<file path="src/rtl/core/cbfc_pkg.sv">
// Shared types, register indexes, reset values and a pixel format check helper
// for the clipped blit format convert core. No dependencies.
package cbfc_pkg;

    localparam int DEF_MAX_DIM = 4096;

    localparam int CFG_IDX_W  = 3;
    localparam int CFG_DATA_W = 15;
    localparam int OFFS_W     = 26;

    localparam logic [CFG_IDX_W-1:0] CFG_DEST_WIDTH  = 3'd0;
    localparam logic [CFG_IDX_W-1:0] CFG_DEST_HEIGHT = 3'd1;
    localparam logic [CFG_IDX_W-1:0] CFG_DEST_PITCH  = 3'd2;
    localparam logic [CFG_IDX_W-1:0] CFG_DEST_BPP    = 3'd3;
    localparam logic [CFG_IDX_W-1:0] CFG_SRC_WIDTH   = 3'd4;
    localparam logic [CFG_IDX_W-1:0] CFG_SRC_BPP     = 3'd5;
    localparam logic [CFG_IDX_W-1:0] CFG_OFFSET_X    = 3'd6;
    localparam logic [CFG_IDX_W-1:0] CFG_OFFSET_Y    = 3'd7;

    localparam logic [12:0] RST_DEST_WIDTH  = 13'd640;
    localparam logic [12:0] RST_DEST_HEIGHT = 13'd480;
    localparam logic [14:0] RST_DEST_PITCH  = 15'd2560;
    localparam logic [2:0]  RST_DEST_BPP    = 3'd4;
    localparam logic [12:0] RST_SRC_WIDTH   = 13'd640;
    localparam logic [2:0]  RST_SRC_BPP     = 3'd4;

    localparam logic [2:0] BPP_3 = 3'd3;
    localparam logic [2:0] BPP_4 = 3'd4;
    localparam logic [7:0] ALPHA_BYTE = 8'hff;

    typedef struct packed {
        logic [12:0]        dest_width;
        logic [12:0]        dest_height;
        logic [14:0]        dest_pitch;
        logic [2:0]         dest_bpp;
        logic [12:0]        src_width;
        logic [2:0]         src_bpp;
        logic signed [13:0] offset_x;
        logic signed [13:0] offset_y;
    } t_cfg;

    typedef struct packed {
        logic              write_ok;
        logic [OFFS_W-1:0] offset;
    } t_place;

    function automatic logic fmt_ok(input logic [2:0] src_bpp, input logic [2:0] dst_bpp);
        logic s_ok;
        logic d_ok;
        s_ok = src_bpp inside {BPP_3, BPP_4};
        d_ok = dst_bpp inside {BPP_3, BPP_4};
        return s_ok && d_ok;
    endfunction

endpackage

</file>
<file path="src/rtl/core/cbfc_counter.sv">
// Source column / row tracker, advanced once per accepted item.
// Depends on cbfc_pkg.
module cbfc_counter
    import cbfc_pkg::*;
#(
    parameter int MAX_DIM = DEF_MAX_DIM,
    localparam int CW = $clog2(MAX_DIM)
) (
    input  logic          i_clk,
    input  logic          i_rst_n,
    input  logic          i_adv,
    input  logic          i_last,
    input  logic [12:0]   i_src_width,
    output logic [CW-1:0] o_col,
    output logic [CW-1:0] o_row
);

    localparam int CMPW = (CW + 1 > 13) ? CW + 1 : 13;

    logic [CW-1:0] r_col, n_col;
    logic [CW-1:0] r_row, n_row;
    logic [CW:0]   col_inc;
    logic [CW:0]   row_inc;
    logic          col_wrap;

    always_comb begin
        col_inc  = {1'b0, r_col} + (CW+1)'(1);
        row_inc  = {1'b0, r_row} + (CW+1)'(1);
        col_wrap = (CMPW'(col_inc) >= CMPW'(i_src_width)) ||
                   (col_inc >= (CW+1)'(MAX_DIM));
        n_col = r_col;
        n_row = r_row;
        if (i_adv) begin
            if (i_last) begin
                n_col = '0;
                n_row = '0;
            end else if (col_wrap) begin
                n_col = '0;
                n_row = (row_inc >= (CW+1)'(MAX_DIM)) ? '0 : row_inc[CW-1:0];
            end else begin
                n_col = col_inc[CW-1:0];
            end
        end
    end

    always_ff @(posedge i_clk) begin
        if (!i_rst_n) begin
            r_col <= '0;
            r_row <= '0;
        end else begin
            r_col <= n_col;
            r_row <= n_row;
        end
    end

    assign o_col = r_col;
    assign o_row = r_row;

endmodule

</file>
<file path="src/rtl/core/cbfc_place.sv">
// Destination placement: offset add, clip test and byte offset multiply-add.
// Depends on cbfc_pkg.
module cbfc_place
    import cbfc_pkg::*;
#(
    parameter int MAX_DIM = DEF_MAX_DIM,
    localparam int CW = $clog2(MAX_DIM)
) (
    input  t_cfg          i_cfg,
    input  logic [CW-1:0] i_col,
    input  logic [CW-1:0] i_row,
    output t_place        o_place
);

    localparam int SW = ((CW > 13) ? CW : 13) + 2;

    logic signed [SW-1:0] x;
    logic signed [SW-1:0] y;
    logic signed [SW-1:0] lim_x;
    logic signed [SW-1:0] lim_y;
    logic                 in_rect;
    logic                 ok;
    logic [27:0]          row_term;
    logic [15:0]          col_term;

    always_comb begin
        x = $signed({{(SW-CW){1'b0}}, i_col}) +
            $signed({{(SW-14){i_cfg.offset_x[13]}}, i_cfg.offset_x});
        y = $signed({{(SW-CW){1'b0}}, i_row}) +
            $signed({{(SW-14){i_cfg.offset_y[13]}}, i_cfg.offset_y});
        lim_x = $signed({{(SW-13){1'b0}}, i_cfg.dest_width});
        lim_y = $signed({{(SW-13){1'b0}}, i_cfg.dest_height});
        in_rect = !x[SW-1] && !y[SW-1] && (x < lim_x) && (y < lim_y);
        ok = in_rect && fmt_ok(i_cfg.src_bpp, i_cfg.dest_bpp);
        // in_rect implies both coordinates fit in 13 bits
        row_term = y[12:0] * i_cfg.dest_pitch;
        col_term = x[12:0] * i_cfg.dest_bpp;
        o_place.write_ok = ok;
        o_place.offset   = ok ? (row_term[OFFS_W-1:0] + {10'b0, col_term}) : '0;
    end

endmodule

</file>
<file path="src/rtl/core/cbfc_convert.sv">
// Pixel byte reorder and alpha fill between three- and four-byte formats.
// Depends on cbfc_pkg.
module cbfc_convert
    import cbfc_pkg::*;
(
    input  logic [31:0] i_px,
    input  logic [2:0]  i_src_bpp,
    input  logic [2:0]  i_dest_bpp,
    input  logic        i_write_ok,
    output logic [31:0] o_data
);

    logic [23:0] rgb;
    logic [7:0]  top;

    always_comb begin
        // three-byte source comes in swapped order
        if (i_src_bpp == BPP_3) begin
            rgb = {i_px[7:0], i_px[15:8], i_px[23:16]};
        end else begin
            rgb = i_px[23:0];
        end
        top    = (i_dest_bpp == BPP_4) ? ALPHA_BYTE : 8'h00;
        o_data = i_write_ok ? {top, rgb} : '0;
    end

endmodule

</file>
<file path="src/rtl/core/clipped_blit_format_convert_core.sv">
// Top level of the clipped blit format convert core: config registers,
// two-stage item pipeline. Depends on cbfc_pkg, cbfc_counter, cbfc_place, cbfc_convert.
//
// Usage:
//   Input channel (i_valid / o_stall) carries one source pixel per item in
//   raster order, i_last flagging the final pixel of the image. The core
//   counts source column and row itself; i_last returns both to zero.
//   Output channel (o_valid / i_stall) carries exactly one result item per
//   input item: write enable, destination byte offset, converted bytes,
//   byte count and the end-of-image copy.
//   Config: write i_cfg_data to register i_cfg_index when i_cfg_we is high.
//   The user must write registers only while the pipe is empty; the core does not enforce it.
// Timing:
//   The accepting edge loads the input register; the result register takes the
//   item when it is free or draining, and o_valid rises as it is loaded.
//   Throughput is one item per clock while i_stall is low; the 13x15 row
//   multiply between the stages sets the critical path.
// Reset:
//   Synchronous, active low. Config returns to 640x480, pitch 2560, 4-byte
//   source and destination, zero offset; pipe empties, counters clear.
// Stall:
//   While i_stall holds a result, the input stage may still take one item;
//   o_stall rises only when both stages are full.
module clipped_blit_format_convert_core
    import cbfc_pkg::*;
#(
    parameter int MAX_DIM = DEF_MAX_DIM
) (
    input  logic                  i_clk,
    input  logic                  i_rst_n,
    // config port
    input  logic                  i_cfg_we,
    input  logic [CFG_IDX_W-1:0]  i_cfg_index,
    input  logic [CFG_DATA_W-1:0] i_cfg_data,
    // input channel
    input  logic                  i_valid,
    output logic                  o_stall,
    input  logic [31:0]           i_pixel_bytes,
    input  logic                  i_last,
    // output channel
    output logic                  o_valid,
    input  logic                  i_stall,
    output logic                  o_write_valid,
    output logic [OFFS_W-1:0]     o_dest_offset,
    output logic [31:0]           o_pixel_data,
    output logic [2:0]            o_byte_count,
    output logic                  o_end_of_image
);

    localparam int CW = $clog2(MAX_DIM);

    // configuration registers
    t_cfg r_cfg;

    always_ff @(posedge i_clk) begin
        if (!i_rst_n) begin
            r_cfg.dest_width  <= RST_DEST_WIDTH;
            r_cfg.dest_height <= RST_DEST_HEIGHT;
            r_cfg.dest_pitch  <= RST_DEST_PITCH;
            r_cfg.dest_bpp    <= RST_DEST_BPP;
            r_cfg.src_width   <= RST_SRC_WIDTH;
            r_cfg.src_bpp     <= RST_SRC_BPP;
            r_cfg.offset_x    <= '0;
            r_cfg.offset_y    <= '0;
        end else if (i_cfg_we) begin
            case (i_cfg_index)
                CFG_DEST_WIDTH:  r_cfg.dest_width  <= i_cfg_data[12:0];
                CFG_DEST_HEIGHT: r_cfg.dest_height <= i_cfg_data[12:0];
                CFG_DEST_PITCH:  r_cfg.dest_pitch  <= i_cfg_data[14:0];
                CFG_DEST_BPP:    r_cfg.dest_bpp    <= i_cfg_data[2:0];
                CFG_SRC_WIDTH:   r_cfg.src_width   <= i_cfg_data[12:0];
                CFG_SRC_BPP:     r_cfg.src_bpp     <= i_cfg_data[2:0];
                CFG_OFFSET_X:    r_cfg.offset_x    <= $signed(i_cfg_data[13:0]);
                CFG_OFFSET_Y:    r_cfg.offset_y    <= $signed(i_cfg_data[13:0]);
                default: ;
            endcase
        end
    end

    // handshake: stage 1 moves when the result register is free or draining
    logic r_s1_vld;
    logic r_o_vld;
    logic out_free;
    logic s1_adv;
    logic in_acc;

    assign out_free = !r_o_vld || !i_stall;
    assign s1_adv   = r_s1_vld && out_free;
    assign o_stall  = r_s1_vld && !out_free;
    assign in_acc   = i_valid && !o_stall;

    // source position, sampled with the item
    logic [CW-1:0] col;
    logic [CW-1:0] row;

    cbfc_counter #(
        .MAX_DIM (MAX_DIM)
    ) u_counter (
        .i_clk       (i_clk),
        .i_rst_n     (i_rst_n),
        .i_adv       (in_acc),
        .i_last      (i_last),
        .i_src_width (r_cfg.src_width),
        .o_col       (col),
        .o_row       (row)
    );

    // stage 1: input register
    logic [31:0]   r_s1_px;
    logic          r_s1_last;
    logic [CW-1:0] r_s1_col;
    logic [CW-1:0] r_s1_row;

    always_ff @(posedge i_clk) begin
        if (!i_rst_n) begin
            r_s1_vld <= 1'b0;
        end else if (in_acc) begin
            r_s1_vld <= 1'b1;
        end else if (s1_adv) begin
            r_s1_vld <= 1'b0;
        end
    end

    always_ff @(posedge i_clk) begin
        if (in_acc) begin
            r_s1_px   <= i_pixel_bytes;
            r_s1_last <= i_last;
            r_s1_col  <= col;
            r_s1_row  <= row;
        end
    end

    // stage 2 logic: clip, offset, convert
    t_place      place;
    logic [31:0] conv;

    cbfc_place #(
        .MAX_DIM (MAX_DIM)
    ) u_place (
        .i_cfg   (r_cfg),
        .i_col   (r_s1_col),
        .i_row   (r_s1_row),
        .o_place (place)
    );

    cbfc_convert u_convert (
        .i_px       (r_s1_px),
        .i_src_bpp  (r_cfg.src_bpp),
        .i_dest_bpp (r_cfg.dest_bpp),
        .i_write_ok (place.write_ok),
        .o_data     (conv)
    );

    // result register
    logic              r_o_wr;
    logic [OFFS_W-1:0] r_o_offset;
    logic [31:0]       r_o_data;
    logic [2:0]        r_o_count;
    logic              r_o_eoi;

    always_ff @(posedge i_clk) begin
        if (!i_rst_n) begin
            r_o_vld <= 1'b0;
        end else if (out_free) begin
            r_o_vld <= r_s1_vld;
        end
    end

    always_ff @(posedge i_clk) begin
        if (s1_adv) begin
            r_o_wr     <= place.write_ok;
            r_o_offset <= place.offset;
            r_o_data   <= conv;
            r_o_count  <= r_cfg.dest_bpp;
            r_o_eoi    <= r_s1_last;
        end
    end

    assign o_valid        = r_o_vld;
    assign o_write_valid  = r_o_wr;
    assign o_dest_offset  = r_o_offset;
    assign o_pixel_data   = r_o_data;
    assign o_byte_count   = r_o_count;
    assign o_end_of_image = r_o_eoi;

    // checks
    a_stall_needs_full: assert property (@(posedge i_clk) disable iff (!i_rst_n)
        o_stall |-> (r_s1_vld && r_o_vld))
        else $error("input stalled with a free stage");

    a_last_clears_pos: assert property (@(posedge i_clk) disable iff (!i_rst_n)
        (in_acc && i_last) |=> (col == '0 && row == '0))
        else $error("position not cleared after last item");

    a_write_fmt: assert property (@(posedge i_clk) disable iff (!i_rst_n)
        (r_o_vld && r_o_wr) |-> (r_o_count == BPP_3 || r_o_count == BPP_4))
        else $error("write issued with unsupported format");

    a_clip_zero: assert property (@(posedge i_clk) disable iff (!i_rst_n)
        (r_o_vld && !r_o_wr) |-> (r_o_offset == '0 && r_o_data == '0))
        else $error("clipped item carries nonzero payload");

    a_three_byte_top: assert property (@(posedge i_clk) disable iff (!i_rst_n)
        (r_o_vld && r_o_count == BPP_3) |-> (r_o_data[31:24] == 8'h00))
        else $error("three-byte output with nonzero top byte");

endmodule

</file>
<file path="config.mk">
export PLATFORM = sky130hd
export DESIGN_NAME = clipped_blit_format_convert_core
export DESIGN_NICKNAME = d
export VERILOG_FILES = /design/src/rtl/core/cbfc_pkg.sv /design/src/rtl/core/cbfc_counter.sv /design/src/rtl/core/cbfc_place.sv /design/src/rtl/core/cbfc_convert.sv /design/src/rtl/core/clipped_blit_format_convert_core.sv
export SDC_FILE = /design/constraint.sdc
export NUM_CORES = 1
export LEC_CHECK = 0
export ABC_AREA = 1
export BUFFER_PORTS_ARGS = -buffer_cell sky130_fd_sc_hd__clkbuf_2
export CAP_MARGIN = 15
export CORE_ASPECT_RATIO = 1.1
export CORE_MARGIN = 3
export CORE_UTILIZATION = 35
export DETAILED_ROUTE_END_ITERATION = 10
export GPL_ROUTABILITY_DRIVEN = 0
export SLEW_MARGIN = 5
export SYNTH_ARGS = -nofsm -noshare
export SYNTH_HDL_FRONTEND = slang
export SYNTH_SLANG_ARGS = --single-unit
export TNS_END_PERCENT = 50
</file>
<file path="constraint.sdc">
create_clock -name i_clk -period 7.3 [get_ports i_clk]
set_clock_uncertainty 0.05 [all_clocks]
set_input_delay 0.365 -clock i_clk [delete_from_list [all_inputs] [get_ports i_clk]]
set_output_delay 0.365 -clock i_clk [all_outputs]
set_load 0.02 [all_outputs]
</file>
==> results.md, run 1 <==
- Chip width: 222.4 um
- 1st-pass router iterations: 5
- Htree depth: 1
- Power Dens Cells: 203.1 nW/um^2
- Hold_ws: 0.09102 ns
- Hold_sp: i_stall
- CP max stage cell: fa_1
- Unrepaired setup endpoints after global routing: true
- Gr ovfl total: 0
- Slew headroom: 0.3329
- Port bufs: roughly 110
- Starting DRC count in detailed routing: 1,010
- Final wirelength: between 40,000 and 50,000 um
- Commonest cells post-synth: inv_1, nand2_1, nor2_1
- Post-synthesis cell type with the largest combined area: fa_1
- Minimum clock period: 6.990 ns
- Family with the most delay on the worst path: adder cells
- Final Setup Violations: 0
- DRC: 0
- Global-route wire length before repair: 73,900 um
- Via count: 14,190
- WP buf/inv: 8
- Critical path depth: 31
- Synth Instances: 2,140
- CP Data Required Time: 7.62 ns
- Core area: approximately 50,000 sq um
- Synth Flop Type: dfxtp_1
- CP Max Fanout: 5
- Synthesized flop and latch total: 219
- Remaining antenna violation count after routing: 0
- Synth Area in Adders: 0.3066
- Top Ports: 121
- Cell-internal power: ~2.7 mW
- Vias in the first global route: ~14,000
- Combinational group share of total power: 0.344
- Compound-Gate Fraction of Synth Area: 0.09393
- FF-to-FF Start: r_s1_row[2]
- Synth Cell Area: 18,020 sq um
- Nets: 2,665
- FF-to-FF path depth: 31
- Die H: between 200 and 250 um
- Starting Density: 0.3571
- Most common cell in the netlist: inv_1
- Slew Limit Fails: 0
- Synth unique cells: 49
- Max Freq: 0.1431 GHz
- Hold path cells: 3
- HPWL Detailed: ~36,000 um
- Async SR Flop Fraction: 0
- Aggregate global-route resource usage: 0.1665
- Clk root buf: clkbuf_16
- Kind of critical path: reg -> reg
- Status: complete, no violations
- Syn nets: 2,529
- Clock Path Buffers: 3
- EDFF count, synth: 105
- Peak VDD IR: 0.1777 mV
- Seq pwr share: 0.331
- Min-Delay Endpoint: o_valid
- Switching Power: 1.464 mW
- CTS Buf Count: 27
- Xor and xnor area share after synthesis: 0.02284
- Yosys warnings: 0
- Ranking of synthesized cells by area: fa_1, edfxtp_1, dfxtp_1, ha_1, inv_1
- Largest net degree at the start of global routing: 91
- Multiplexer share of the synthesized area: 0
- Reg2Reg Setup Slack: 0.31 ns
- Reg-to-reg endpoint: o_dest_offset[21]
- Crit. End Element: flop
- Die ar.: around 54,000 sq um
- Layout cells sized above 1: 0.1167
- Part of the Yosys area used for sequential elements: 0.3016
- Final Hold Viols: 0
- Sw Ratio: 0.3487
- CP arrival: between 7 and 8 ns
- HP Class: in -> reg
- Slowest cell delay on critical path: around 0.53 ns
- Vias/cell: 4.799
- Simple-gate share of the synthesized area: 0.1653
- Clk network pwr share: 0.326
- Worst-Margin Slew: 0.9982 ns
- # rows: 86
- WL per Instance: 15.61 um
- Clock Sinks: between 200 and 250
- Initial antenna violation count: 1
- Max cap viols: 0
- Tot Pwr: 4.197 mW
- Cell mode on critical path: inv_1
- Latest clock arrival within the worst-skew pair: 0.55 ns
- Synth top area share: 0.2011
- CTS clk-pin slew, worst paths: approximately 0.060 ns
- Avg Cell Area, Syn: 8.422 sq um
- Fin crit share: 0.9575
- Layout area overhead: 14.67%
- CTS tree: done
- P_leak: 9.909 nW
- Largest family of logic cells by synthesized area: adder cells
- Crit path launch type: flop
==> metal layers <==
| metal | part of all wire | track usage | up-vias |
|---|---|---|---|
| li1 | - | - | 6954 |
| met1 | 0.43 | 0.2167 | 6738 |
| met2 | 0.47 | 0.2837 | 406 |
| met3 | 0.060 | 0.02845 | 96 |
| met4 | 0.033 | 0.05199 | 0 |
| met5 | 0 | 0 | - |
==> stage by stage <==
| stage | setup TNS [ns] | cell area (sq um) | worst slack (ns) | util | std cells |
|---|---|---|---|---|---|
| after floorplan | 0 | 18020 | 0.7192 | - | 2140 |
| after global placement | 0 | 19330 | 0.1904 | 0.3831 | 2874 |
| after detailed placement | 0 | 19330 | 0.1210 | 0.3831 | 2874 |
| after CTS | 0 | 20490 | 0.1002 | 0.4061 | 2948 |
| after global routing | -0.3041 | 20660 | -0.1431 | 0.4095 | 2957 |
| final | 0 | 20670 | 0.3104 | 0.4095 | 2958 |
==> flip-flops by register name, indices dropped and copies added (netlist names) <==
signal,count
o_pixel_data,25
r_s1_px,24
r_s1_col,12
o_write_valid,1
o_valid,1
r_s1_last,1
o_byte_count,3
u_counter.o_row,12
o_dest_offset,26
o_end_of_image,1
r_s1_row,12
r_s1_vld,1
u_counter.o_col,12
r_cfg,88
==> layout by cell type (no fill, tap or decap), types with 24 or more instances in the layout <==
| master | n |
|---|---|
| clkbuf_2 | 114 |
| clkbuf_16 | 28 |
| edfxtp_1 | 105 |
| xor2_1 | 28 |
| inv_1 | 427 |
| o21ai_0 | 107 |
| ha_1 | 148 |
| a21oi_1 | 139 |
| fa_1 | 180 |
| nand2_1 | 360 |
| buf_4 | 39 |
| nand3_1 | 49 |
| dlygate4sd3_1 | 24 |
| dfxtp_1 | 114 |
| nor2_1 | 243 |
==> repair_timing <==
| action | 4_1_cts | 5_1_grt |
|---|---|---|
| hold buffers | 24 | 0 |
| setup buffers | 0 | 7 |
| endpoints found under the hold margin | 24 | 0 |
| endpoints found under the setup margin | 0 | 13 |
| resized for setup | 0 | 28 |
==> power by group through the flow <==
stage,registers (mW),clock network (mW),logic [mW]
finish,1.39,1.37,1.44
global route,1.39,1.46,1.64
CTS,1.39,1.41,1.38
detailed placement,1.41,0,1.35
global placement,1.41,0,1.33
floorplan,1.43,0,0.952
==> worst max path at each step <==
stage / from / to / slack (ns)
final: r_s1_row[2] / o_dest_offset[21] / 0.31
after global routing: r_cfg[0] / o_dest_offset[21] / -0.14
after CTS: r_cfg[0] / o_dest_offset[22] / 0.10
after detailed placement: r_cfg[0] / o_dest_offset[22] / 0.12
after global placement: r_cfg[0] / o_dest_offset[22] / 0.19
after floorplan: r_cfg[0] / o_dest_offset[22] / 0.72
==> kinds of logic after synthesis <==
group	after synthesis
simple gates	727
buf+inv	506
fa+ha+maj	333
compound gates	308
flops	219
xor+xnor	47
==> layout make-up <==
cell class / instances / area (sq um)
Clock buffer: 31 / 724.4
Sequential cell: 219 / 5435
Multi-Input combinational cell: 1415 / 10720
Fill cell: 4966 / 29800
Timing Repair inverter: 2 / 12.51
Timing Repair Buffer: 176 / 1114
Antenna cell: 1 / 2.502
Clock inverter: 19 / 193.9
Tap cell: 660 / 825.8
Inverter: 435 / 1640
==> tightest hold or removal path, cell delays in order <==
cell	delay, ns
clkbuf_2	0.12
nand2_1	0.10
a21oi_1	0.06
Note: power is estimated with default switching activity, not from simulation.
==> run 2, diff against run 1 <==
Settings changed: GPL_ROUTABILITY_DRIVEN 0 to unset, MAX_ROUTING_LAYER set to met4.
==> results.md, run 2 (same netlist as run 1, synthesis figures left out) <==
- Global-route wire length before repair: 74,870 um (+1.3%)
- Gr ovfl total: 0 (unchanged)
- Status: complete, no violations
- Inst Count DP: 2,880 (+0.21%)
- Largest net degree at the start of global routing: 91 (unchanged)
- # rows: 86 (unchanged)
- CP max stage cell: fa_1
- Clk root buf: clkbuf_16
- Area of the multi-input gates: 10,740 sq um (+0.20%)
- Routing usage on met1: 0.2263 (+0.009537)
- Top Ports: 121 (unchanged)
- Die ar.: 54,250 sq um (unchanged)
- CTS Buf Count: 26 (-3.7%)
- Power Dens Cells: 199.0 nW/um^2 (-2.0%)
- Clock Sinks: 219 (unchanged)
- Vias/cell: 4.786 (-0.25%)
- CTS clk-pin slew, worst paths: 0.06 ns (about the same)
- Crit path launch type: flop
- FF-to-FF Start: r_cfg[0]
- Peak VDD IR: 0.1523 mV (-14%)
- Unrepaired setup endpoints after global routing: true
- Family with the most delay on the worst path: adder cells
- Hold_sp: i_stall
- Max cap viols: 0 (unchanged)
- Clock Path Buffers: 3 (unchanged)
- Hold path cells: 3 (unchanged)
- CP arrival: 7.26 ns (-0.05 ns)
- WP buf/inv: 6 (-2)
- Routing usage on met2: 0.2886 (+0.004995)
- Final wirelength: 46,130 um (-0.10%)
- CTS tree: done
- Reg area: 5435 sq um (unchanged)
- Layout area overhead: 14.09%
- Cell mode on critical path: fa_1
- Starting DRC count in detailed routing: 864 (-14%)
- Max Freq: 0.1442 GHz (+0.78%)
- Final Setup Violations: 0 (unchanged)
- Via count: 14,130 (-0.42%)
- Slew Limit Fails: 0 (unchanged)
- Initial antenna violation count: 1 (unchanged)
- Htree depth: 1 (unchanged)
- Kind of critical path: reg -> reg
- DRC: 0 (unchanged)
- Starting Density: 0.3571 (unchanged)
- HP Class: in -> reg
- Nets: 2,661 (-0.15%)
- Chip width: 222.4 um (unchanged)
- WL per Instance: 15.62 um (about the same)
- Crit. End Element: flop
- Fill cell total of the finished layout: 5,029 (+1.3%)
- Most frequent cells in the layout: inv_1, nand2_1, nor2_1, fa_1, ha_1
- Fin crit share: 0.9501 (-0.007397)
- P_leak: 9.841 nW (-0.69%)
- Core area: 50,470 sq um (unchanged)
- Max reg flops: 88 (unchanged)
- Slew headroom: 0.3631 (+0.03015)
- RD Place Congestion: 0.9094
- Port bufs: 112 (unchanged)
- Slowest cell delay on critical path: 0.56 ns (+0.03 ns)
- Post-Layout Cell Count: 2,953 (-0.17%)
- Remaining antenna violation count after routing: 0 (unchanged)
- Most common cell after layout, fill and taps aside: inv_1
- Most flop-heavy register: r_cfg
- Routing usage on met3: 0.02233 (-0.006122)
- Minimum clock period: 6.936 ns (-0.05400 ns)
- Reg2Reg Setup Slack: 0.36 ns (+0.05 ns)
- Die H: 244.0 um (unchanged)
- Layout cells sized above 1: 0.1099 (-0.006726)
- CP Max Fanout: 6 (+1)
- Latest clock arrival within the worst-skew pair: 0.56 ns (about the same)
- FF-to-FF path depth: 29 (-6.5%)
- Global routing's busiest layer: met2
- Worst-Margin Slew: 0.9531 ns (-0.04512 ns)
- Reg-to-reg endpoint: o_dest_offset[21]
- Vias in the first global route: 14,350 (+0.10%)
- Min-Delay Endpoint: o_valid
- 1st-pass router iterations: 5 (unchanged)
- HPWL Detailed: 36,300 um (+0.70%)
- Final Hold Viols: 0 (unchanged)
- CP Data Required Time: 7.63 ns (about the same)
- Postcts setup bufs: 0 (unchanged)
- Aggregate global-route resource usage: 0.1744 (+0.007908)
- Tot Pwr: 4.092 mW (-2.5%)
## run 2: cell count changes in the layout (fill, tap and decap cells not counted), moves of 3 or more
cell	previous run	this run
clkinv_2	7	3
bufinv_16	3	0
clkbuf_1	0	8
clkinvlp_4	5	1
ha_1	148	145
ha_4	2	5
## run 2: worst max path at each step
stage	startpoint	cells after the start	slack (ns)	to
after floorplan	r_cfg[0]	31	0.72	o_dest_offset[22]
after global placement	r_cfg[0]	33	0.24	o_dest_offset[22]
after detailed placement	r_cfg[0]	33	0.15	o_dest_offset[22]
after CTS	r_cfg[0]	33	0.15	o_dest_offset[22]
after global routing	r_s1_row[2]	29	-0.03	o_dest_offset[22]
final	r_cfg[0]	29	0.36	o_dest_offset[21]
## run 2: where the power goes
group / leakage (nW) / switching [mW] / internal [mW]
combinational: 7.48 / 0.879 / 0.582
clock: 0.398 / 0.531 / 0.713
sequential: 1.96 / 0.0326 / 1.36
## run 2: per-layer routing
layer  wire length [um]  share of wire
met4               1347          0.029
met5                  0              0
met3               2184          0.047
met1              20490           0.44
met2              22110           0.48
## run 2: layout make-up
cell class                      instances  share of cell area
Antenna cell                            1           0.0001217
Inverter                              435             0.07941
Clock inverter                         10            0.003529
Sequential cell                       219              0.2643
Multi-Input combinational cell       1415              0.5223
Tap cell                              660             0.04016
Clock buffer                           38             0.03633
Timing Repair Buffer                  175             0.05379
## run 2: repair_timing
action,4_1_cts,5_1_grt
hold buffers,24,0
hold endpoints to repair,24,0
setup endpoints to repair,0,13
resized for setup,0,25
## run 2: worst reg2reg max path, delay by kind of cell (launching register included)
| family | cells | cell delay, ns |
|---|---|---|
| compound gates | 6 | 0.79 |
| xor+xnor | 1 | 0.17 |
| fa+ha+maj | 9 | 3.89 |
| buf+inv | 6 | 0.52 |
| flops | 1 | 0.35 |
| simple gates | 7 | 1.00 |
## run 2: stage by stage
step	instance area, sq um	util	worst slack, ns	hold WS, ns	setup TNS [ns]
CTS	20440	0.4050	0.1464	0.03871	0
global placement	19380	0.3840	0.2356	0.3628	0
global route	20560	0.4074	-0.02845	0.08955	-0.03596
detailed placement	19380	0.3840	0.1543	0.3791	0
finish	20560	0.4074	0.3644	0.06630	0
floorplan	18020	-	0.7192	0.3503	0
